File: src/design/hbd_pkg.sv
// Shared types, constants and calendar helpers for the hours-between-dates block.
package hbd_pkg;

  localparam int unsigned YearW   = 14;
  localparam int unsigned MonthW  = 4;
  localparam int unsigned DayW    = 5;
  localparam int unsigned HourW   = 5;
  localparam int unsigned HoursW  = 15;
  localparam int unsigned StatusW = 2;

  // floor(y / 100) == (y * DivRecip) >> DivShift for every 14-bit year
  localparam int unsigned QuotW    = 8;
  localparam int unsigned RecipW   = 13;
  localparam int unsigned ProdW    = YearW + RecipW;
  localparam int unsigned DivShift = 19;
  localparam logic [RecipW-1:0] DivRecip = 13'd5243;

  localparam logic [MonthW-1:0] MonthJan = 4'd1;
  localparam logic [MonthW-1:0] MonthFeb = 4'd2;
  localparam logic [MonthW-1:0] MonthApr = 4'd4;
  localparam logic [MonthW-1:0] MonthJun = 4'd6;
  localparam logic [MonthW-1:0] MonthSep = 4'd9;
  localparam logic [MonthW-1:0] MonthNov = 4'd11;
  localparam logic [MonthW-1:0] MonthDec = 4'd12;

  typedef enum logic [StatusW-1:0] {
    STATUS_OK     = 2'd0,
    STATUS_SPAN   = 2'd1,
    STATUS_BEFORE = 2'd2,
    STATUS_MONTH  = 2'd3
  } status_e;

  // controller -> datapath
  typedef struct packed {
    logic capture;
    logic quot;
    logic setup;
    logic step;
    logic finish;
  } hbd_cmd_t;

  // datapath -> controller
  typedef struct packed {
    logic walk_done;
    logic out_free;
  } hbd_sts_t;

  function automatic logic [DayW-1:0] month_len(input logic [MonthW-1:0] m,
                                                input logic leap);
    logic [DayW-1:0] len;
    case (m)
      MonthFeb: len = leap ? 5'd29 : 5'd28;
      MonthApr, MonthJun, MonthSep, MonthNov: len = 5'd30;
      default: len = 5'd31;
    endcase
    return len;
  endfunction

endpackage

File: src/design/hbd_ctrl.sv
// Sequencer for one date-pair transaction: capture, divide, setup, month walk, finish.
module hbd_ctrl
  import hbd_pkg::*;
(
  input  logic     clk_i,
  input  logic     rst_ni,
  input  logic     in_valid_i,
  output logic     in_ready_o,
  input  hbd_sts_t sts_i,
  output hbd_cmd_t cmd_o
);

  typedef enum logic [4:0] {
    S_IDLE   = 5'b00001,
    S_QUOT   = 5'b00010,
    S_SETUP  = 5'b00100,
    S_WALK   = 5'b01000,
    S_FINISH = 5'b10000
  } state_e;

  state_e state_q, state_d;

  always_comb begin
    state_d = state_q;
    cmd_o   = '0;
    case (state_q)
      S_IDLE: begin
        if (in_valid_i) begin
          cmd_o.capture = 1'b1;
          state_d       = S_QUOT;
        end
      end
      S_QUOT: begin
        cmd_o.quot = 1'b1;
        state_d    = S_SETUP;
      end
      S_SETUP: begin
        cmd_o.setup = 1'b1;
        state_d     = S_WALK;
      end
      S_WALK: begin
        if (sts_i.walk_done) begin
          state_d = S_FINISH;
        end else begin
          cmd_o.step = 1'b1;
        end
      end
      S_FINISH: begin
        // hold until the output register can take the result
        if (sts_i.out_free) begin
          cmd_o.finish = 1'b1;
          state_d      = S_IDLE;
        end
      end
      default: state_d = S_IDLE;
    endcase
  end

  always_ff @(posedge clk_i or negedge rst_ni) begin
    if (!rst_ni) begin
      state_q <= S_IDLE;
    end else begin
      state_q <= state_d;
    end
  end

  assign in_ready_o = (state_q == S_IDLE);

endmodule

File: src/design/hbd_dp.sv
// Datapath: input capture, leap-year divide, month walk accumulator, output register.
module hbd_dp
  import hbd_pkg::*;
(
  input  logic                clk_i,
  input  logic                rst_ni,
  input  hbd_cmd_t            cmd_i,
  output hbd_sts_t            sts_o,
  input  logic [YearW-1:0]    start_year_i,
  input  logic [MonthW-1:0]   start_month_i,
  input  logic [DayW-1:0]     start_day_i,
  input  logic [HourW-1:0]    start_hour_i,
  input  logic [YearW-1:0]    end_year_i,
  input  logic [MonthW-1:0]   end_month_i,
  input  logic [DayW-1:0]     end_day_i,
  input  logic [HourW-1:0]    end_hour_i,
  output logic                out_valid_o,
  input  logic                out_ready_i,
  output logic [HoursW-1:0]   hour_count_o,
  output logic [StatusW-1:0]  status_o
);

  localparam int unsigned AccW = 12;
  localparam int unsigned HrsW = 17;
  localparam int unsigned CmpW = YearW + 1;

  logic [YearW-1:0]  sy_q, ey_q;
  logic [MonthW-1:0] sm_q, em_q;
  logic [DayW-1:0]   sd_q, ed_q;
  logic [HourW-1:0]  sh_q, eh_q;
  logic [QuotW-1:0]  qs_q, qe_q;
  logic [MonthW-1:0] cm_q, tgt_q;
  logic              cl_q, leap_e_q, neg_q;
  logic signed [AccW-1:0] acc_q;
  status_e           st_q;
  logic              out_valid_q;
  logic [HoursW-1:0] hours_q;
  status_e           ost_q;

  // leap test from the registered quotients
  function automatic logic is_leap(input logic [YearW-1:0] y, input logic [QuotW-1:0] q);
    logic [CmpW-1:0] q100;
    q100 = (CmpW'(q) << 6) + (CmpW'(q) << 5) + (CmpW'(q) << 2);
    return (y[1:0] == 2'b00) && ((q100 != CmpW'(y)) || (q[1:0] == 2'b00));
  endfunction

  logic [ProdW-1:0] prod_s, prod_e;
  logic             leap_s, leap_e, bad_month, same_year;
  logic signed [AccW-1:0] day_diff, year_add;
  logic [DayW-1:0]  step_len;
  logic signed [HrsW-1:0] days_x, hrs;

  logic [MonthW-1:0]      init_cm, init_tgt;
  logic                   init_cl, init_neg;
  logic signed [AccW-1:0] init_acc;
  status_e                init_st;

  assign prod_s = ProdW'(sy_q) * ProdW'(DivRecip);
  assign prod_e = ProdW'(ey_q) * ProdW'(DivRecip);

  assign leap_s    = is_leap(sy_q, qs_q);
  assign leap_e    = is_leap(ey_q, qe_q);
  assign bad_month = (sm_q == '0) || (sm_q > MonthDec) || (em_q == '0) || (em_q > MonthDec);
  assign same_year = (sy_q == ey_q);
  assign day_diff  = $signed(AccW'(ed_q)) - $signed(AccW'(sd_q));
  // a full year from (sy, sm) to (sy+1, sm); Feb 29 counts in whichever year holds it
  assign year_add  = $signed(AccW'(365)) +
                     $signed(AccW'((sm_q <= MonthFeb) ? leap_s : leap_e));

  always_comb begin
    init_cm  = sm_q;
    init_tgt = em_q;
    init_cl  = leap_s;
    init_neg = 1'b0;
    init_acc = day_diff;
    init_st  = STATUS_OK;
    if (bad_month) begin
      init_st = STATUS_MONTH;
    end else if (ey_q < sy_q) begin
      init_st = STATUS_BEFORE;
    end else if (CmpW'(ey_q) > CmpW'(sy_q) + CmpW'(1)) begin
      init_st = STATUS_SPAN;
    end else if (same_year && (em_q < sm_q)) begin
      // walk back from the end month to the start month and subtract
      init_cm  = em_q;
      init_tgt = sm_q;
      init_neg = 1'b1;
    end else if (!same_year && (em_q >= sm_q)) begin
      init_acc = day_diff + year_add;
      init_cl  = leap_e;
    end
  end

  assign step_len = month_len(cm_q, cl_q);

  assign days_x = HrsW'(acc_q);
  assign hrs    = (days_x <<< 4) + (days_x <<< 3)
                + $signed(HrsW'(eh_q)) - $signed(HrsW'(sh_q));

  always_ff @(posedge clk_i) begin
    if (cmd_i.capture) begin
      sy_q <= start_year_i;
      sm_q <= start_month_i;
      sd_q <= start_day_i;
      sh_q <= start_hour_i;
      ey_q <= end_year_i;
      em_q <= end_month_i;
      ed_q <= end_day_i;
      eh_q <= end_hour_i;
    end
    if (cmd_i.quot) begin
      qs_q <= QuotW'(prod_s >> DivShift);
      qe_q <= QuotW'(prod_e >> DivShift);
    end
    if (cmd_i.setup) begin
      leap_e_q <= leap_e;
      cl_q     <= init_cl;
      neg_q    <= init_neg;
      cm_q     <= init_cm;
      tgt_q    <= init_tgt;
      acc_q    <= init_acc;
      st_q     <= init_st;
    end
    if (cmd_i.step) begin
      acc_q <= neg_q ? acc_q - $signed(AccW'(step_len)) : acc_q + $signed(AccW'(step_len));
      if (cm_q == MonthDec) begin
        cm_q <= MonthJan;
        cl_q <= leap_e_q;
      end else begin
        cm_q <= cm_q + MonthW'(1);
      end
    end
    if (cmd_i.finish) begin
      if (st_q != STATUS_OK) begin
        hours_q <= '0;
        ost_q   <= st_q;
      end else if (hrs < 0) begin
        hours_q <= '0;
        ost_q   <= STATUS_BEFORE;
      end else begin
        hours_q <= hrs[HoursW-1:0];
        ost_q   <= STATUS_OK;
      end
    end
  end

  always_ff @(posedge clk_i or negedge rst_ni) begin
    if (!rst_ni) begin
      out_valid_q <= 1'b0;
    end else if (cmd_i.finish) begin
      out_valid_q <= 1'b1;
    end else if (out_ready_i) begin
      out_valid_q <= 1'b0;
    end
  end

  assign sts_o.walk_done = (st_q != STATUS_OK) || (cm_q == tgt_q);
  assign sts_o.out_free  = !out_valid_q || out_ready_i;

  assign out_valid_o  = out_valid_q;
  assign hour_count_o = hours_q;
  assign status_o     = ost_q;

  a_walk_month: assert property (@(posedge clk_i) disable iff (!rst_ni)
    cmd_i.step |-> (cm_q >= MonthJan) && (cm_q <= MonthDec))
    else $error("month walk left the calendar range");

  a_walk_ok: assert property (@(posedge clk_i) disable iff (!rst_ni)
    cmd_i.step |-> (st_q == STATUS_OK))
    else $error("month walk running on a rejected transaction");

  a_err_zero: assert property (@(posedge clk_i) disable iff (!rst_ni)
    out_valid_q && (ost_q != STATUS_OK) |-> (hours_q == '0))
    else $error("error result carries nonzero hours");

  a_drop: assert property (@(posedge clk_i) disable iff (!rst_ni)
    $fell(out_valid_q) |-> $past(out_ready_i))
    else $error("result dropped without a transaction");

endmodule

File: src/design/hours_between_dates.sv
// Top level of the hours-between-dates block: controller plus datapath.
// Takes a start and an end date-hour and returns the whole hours between them on the
// Gregorian calendar, with one result per input transaction. The end must fall in the
// start year or the year after; otherwise, or when the end precedes the start, or when
// a month is outside 1..12, status reports the error and hour_count is zero. Days and
// hours are not range checked and enter the arithmetic as given. An item is captured,
// divided, set up, walked over n months (n from 0 to 11) and finished, and only then
// can the next item be accepted; the month walk adds one month length per cycle.
// The result sits in an output register, and the next item is accepted while it waits
// to be taken.
module hours_between_dates
  import hbd_pkg::*;
(
  input  logic               clk_i,
  input  logic               rst_ni,
  input  logic               in_valid_i,
  output logic               in_ready_o,
  input  logic [YearW-1:0]   start_year_i,
  input  logic [MonthW-1:0]  start_month_i,
  input  logic [DayW-1:0]    start_day_i,
  input  logic [HourW-1:0]   start_hour_i,
  input  logic [YearW-1:0]   end_year_i,
  input  logic [MonthW-1:0]  end_month_i,
  input  logic [DayW-1:0]    end_day_i,
  input  logic [HourW-1:0]   end_hour_i,
  output logic               out_valid_o,
  input  logic               out_ready_i,
  output logic [HoursW-1:0]  hour_count_o,
  output logic [StatusW-1:0] status_o
);

  hbd_cmd_t cmd;
  hbd_sts_t sts;

  hbd_ctrl u_ctrl (
    .clk_i      (clk_i),
    .rst_ni     (rst_ni),
    .in_valid_i (in_valid_i),
    .in_ready_o (in_ready_o),
    .sts_i      (sts),
    .cmd_o      (cmd)
  );

  hbd_dp u_dp (
    .clk_i         (clk_i),
    .rst_ni        (rst_ni),
    .cmd_i         (cmd),
    .sts_o         (sts),
    .start_year_i  (start_year_i),
    .start_month_i (start_month_i),
    .start_day_i   (start_day_i),
    .start_hour_i  (start_hour_i),
    .end_year_i    (end_year_i),
    .end_month_i   (end_month_i),
    .end_day_i     (end_day_i),
    .end_hour_i    (end_hour_i),
    .out_valid_o   (out_valid_o),
    .out_ready_i   (out_ready_i),
    .hour_count_o  (hour_count_o),
    .status_o      (status_o)
  );

endmodule
File: config.mk
export PLATFORM = sky130hd
export DESIGN_NAME = hours_between_dates
export DESIGN_NICKNAME = d
export VERILOG_FILES = /design/src/design/hbd_pkg.sv /design/src/design/hbd_ctrl.sv /design/src/design/hbd_dp.sv /design/src/design/hours_between_dates.sv
export SDC_FILE = /design/constraint.sdc
export NUM_CORES = 1
export LEC_CHECK = 0
export ABC_AREA = 1
export BUFFER_PORTS_ARGS = -buffer_cell sky130_fd_sc_hd__clkbuf_2
export CELL_PAD_IN_SITES_DETAIL_PLACEMENT = 1
export CELL_PAD_IN_SITES_GLOBAL_PLACEMENT = 2
export CORE_UTILIZATION = 44
export DETAILED_ROUTE_END_ITERATION = 10
export GPL_ROUTABILITY_DRIVEN = 0
export PLACE_DENSITY_LB_ADDON = 0.05
export REMOVE_ABC_BUFFERS = 1
export SKIP_CTS_REPAIR_TIMING = 1
export SLEW_MARGIN = 20
export SYNTH_ARGS = -nofsm -noshare
export SYNTH_HDL_FRONTEND = slang
export SYNTH_HIERARCHICAL = 1
export SYNTH_SLANG_ARGS = --single-unit
File: constraint.sdc
create_clock -name clk_i -period 7.1 [get_ports clk_i]
set_clock_uncertainty 0.15 [all_clocks]
set_input_delay 1.065 -clock clk_i [delete_from_list [all_inputs] [get_ports clk_i]]
set_output_delay 1.065 -clock clk_i [all_outputs]
set_load 0.03 [all_outputs]
==> results.yml <==
synth:
  syn_avg_cell_area_um2: 8.95
  netlist_instances: 1795
  synthTopCellsByArea: "ha_1 (26%), edfxtp_1 (21%), fa_1 (18%)"
  synth_top_cell_area_share_pct: 25.5
  synth-seq-area-share_pct: 22.2
  synth_edf_count: 113
  synth_area_leader_cell: "ha_1"
  dominantRegCellSynth: "edfxtp_1"
  synth_async_sr_flop_share_pct: 5.00
  synth_cell_types: 50
  ys_warn_count: 6
  synth-seq-cells: 120
  mappedNetlistArea_mm2: 0.0161
grt:
  grt_pass1_vias: 13200
  grt_pass1_wl_um: 69900
  antenna_found_initial: 0
  grt_max_degree: 57
  globalRouteOverflowTotal: 0
  grt_usage_pct: 24.7
critical_path:
  reg2reg_to: "u_dp/qs_q[7]"
  crit_required_ns: 7.13
  start_kind: "flip-flop"
  r2r_slack_ns: 2.01
  cp.arrival_ns: 5.12
  path_max_fanout: 10
  crit_path_end_kind: "flip-flop"
  ff2ff_path_depth: 14
  r2r-start: "u_dp/sy_q[12]"
  worstSetupPathType: "flip-flop to flip-flop"
layout:
  final_common_cell: "inv_1"
  final_layout_size_suffix_gt1_share_pct: 7.47
  layout_common_cells: "inv_1 (423), ha_1 (328), nand2_1 (280), fa_1 (143), edfxtp_1 (113)"
  synthToLayoutAreaGrowth_pct: 9.51
  fin_cells: 2364
  register_area_mm2: 0.00356
  multiInputGateArea_mm2: 0.0109
  fill_cells: 4226
  final_area_mm2: 0.0176
  nNetsFinal: 2421
routing:
  drt_iter0_drc: 376
  drtAntennaViolNets: 0
  routed_via_density: 5.14
  drcViolationCount: 10
  dr.pass1.iters: 7
  routed_wl_um: 43200
  dr_total_vias: 12200
  wl_per_cell_um: 18.3
floorplan:
  die_h_um: 193
  die_width_um: 193
  io_pins: 79
  die-area_mm2: 0.0373
  rows: 69
  core_mm2: 0.0357
  start_util_pct: 45.0
sta:
  slew_headroom_pct: 40.9
  fin_crit_sh_pct: 71.7
  slew_viol_final: 0
  max_freq_ghz: 0.196
  worst_pin_slew_ns: 0.886
  period_needed_ns: 5.09
  setup_tns_ns: 0
  rsz0062_at_grt: "false"
  report.final.setup_viol: 0
  hold_violations: 0
flow_run:
  cap_violations: 0
placed_design:
  dp_cells: 2332
  placed_area_mm2: 0.0171
  dp_hpwl_um: 36900
  place.port_buffers: 78
clock_network:
  path_clk_slew_ns: 0.06
  max-clock-path-buffers: 2
  clockRootBuffer: "clkbuf_16"
  clock_latency_ns: 0.43
  cts_buffers: 17
  cts_tree: "done"
  htree_levels: 4
  cts.sinks: 120
run_status:
  status: "finished, violations left"
  violations: "DRC"
hold_path:
  hold_path.class: "input port to asynchronous set/reset pin"
## through the flow
stage | util [%] | hold slack, ns | worst slack [ns]
4_1_cts | 49.2 | 0.294 | 1.97
3_3_place_gp | 47.7 | 0.324 | 2.07
5_1_grt | 49.2 | 0.299 | 1.68
3_5_place_dp | 47.7 | 0.337 | 1.99
6_report | 49.2 | 0.310 | 2.01
2_1_floorplan | - | 0.276 | 2.54
## flip-flops by register name (all words and copies together), names as in the netlist
register and flops:
u_ctrl/state_q 5, u_dp/acc_q 12, u_dp/cl_q 1, u_dp/cm_q 4, u_dp/ed_q 5, u_dp/eh_q 5, u_dp/em_q 4, u_dp/ey_q 14
u_dp/hour_count_o 15, u_dp/leap_e_q 1, u_dp/neg_q 1, u_dp/out_valid_o 1, u_dp/qe_q 8, u_dp/qs_q 8, u_dp/sd_q 5, u_dp/sh_q 5
u_dp/sm_q 4, u_dp/st_q 2, u_dp/status_o 2, u_dp/sy_q 14, u_dp/tgt_q 4
## synthesized netlist by cell type, types with 2 or more instances
| library cell | instances |
|---|---|
| inv_2 | 6 |
| nand4_2 | 2 |
| nor4_1 | 6 |
| edfxtp_1 | 113 |
| o2111ai_1 | 3 |
| nand2_2 | 9 |
| a31oi_1 | 9 |
| nor3_1 | 12 |
| nor2_1 | 89 |
| a21boi_0 | 2 |
| a21oi_1 | 91 |
| o21ai_0 | 48 |
| o21bai_1 | 3 |
| nor2_2 | 2 |
| nor3b_1 | 3 |
| xnor2_1 | 17 |
| clkbuf_1 | 2 |
| nand2_4 | 2 |
| o211ai_1 | 9 |
| nand4_1 | 28 |
| a21o_1 | 12 |
| nand3_1 | 59 |
| dfrtp_1 | 5 |
| o21ai_1 | 17 |
| ha_1 | 328 |
| o31ai_1 | 2 |
| xor2_1 | 42 |
| inv_1 | 423 |
| a211oi_1 | 2 |
| fa_1 | 143 |
| nand2_1 | 280 |
| nand3b_1 | 6 |
| buf_2 | 3 |
## worst max-delay path, cell delays in order (launching register included)
cell and delay [ns]:
edfxtp_1 0.67, fa_1 0.52, ha_1 0.33, fa_1 0.48
fa_1 0.53, fa_1 0.48, ha_1 0.38, nand2_1 0.09
inv_1 0.08, nand2_1 0.07, nor3_1 0.20, nand3_1 0.09
o21ai_0 0.43, a21oi_1 0.15, xor2_1 0.17
## layer usage
metal  GRT usage (%)  routed length [um]
met1            32.5               19700
met2            41.8               21000
met3            4.00                1460
met4            7.18                1060
met5               0                   0
## final cells by class
class                   instances  area share, %
diodes                          1         0.0142
clock buffers                  19           2.46
clock inverters                12          0.597
inverters                     430           9.17
multi-input cells            1240           61.9
flip-flops and latches        120           20.3
well taps                     461           3.28
repair buffers                 81           2.35
## how the worst max path moves through the flow
| stage | from | endpoint | slack, ns | cells after the start |
|---|---|---|---|---|
| final | u_dp/sy_q[12] | u_dp/qs_q[7] | 2.01 | 14 |
| after global placement | u_dp/ey_q[7] | u_dp/qe_q[7] | 2.07 | 18 |
| after global routing | u_dp/sy_q[9] | u_dp/qs_q[7] | 1.68 | 14 |
| after CTS | u_dp/sy_q[10] | u_dp/qs_q[7] | 1.97 | 14 |
| after detailed placement | u_dp/sy_q[10] | u_dp/qs_q[7] | 1.99 | 12 |
| after floorplan | u_dp/sy_q[10] | u_dp/qs_q[5] | 2.54 | 18 |
## kinds of logic (layout without fill, tap and decap cells)
| group | after synthesis | count (layout) | synth area share [%] |
|---|---|---|---|
| AO/OA/AOI/OAI | 205 | 205 | 7.16 |
| XOR/XNOR | 60 | 60 | 3.36 |
| adder cells (fa/ha/maj) | 471 | 471 | 43.4 |
| flip-flops | 120 | 120 | 22.2 |
| buffers and inverters | 435 | 542 | 10.2 |
| AND/OR/NAND/NOR | 504 | 504 | 13.8 |
| other | 0 | 1 | 0 |
Power is not shown: default switching activity piles up to over one toggle a cycle in this logic, so the estimate is an artifact.
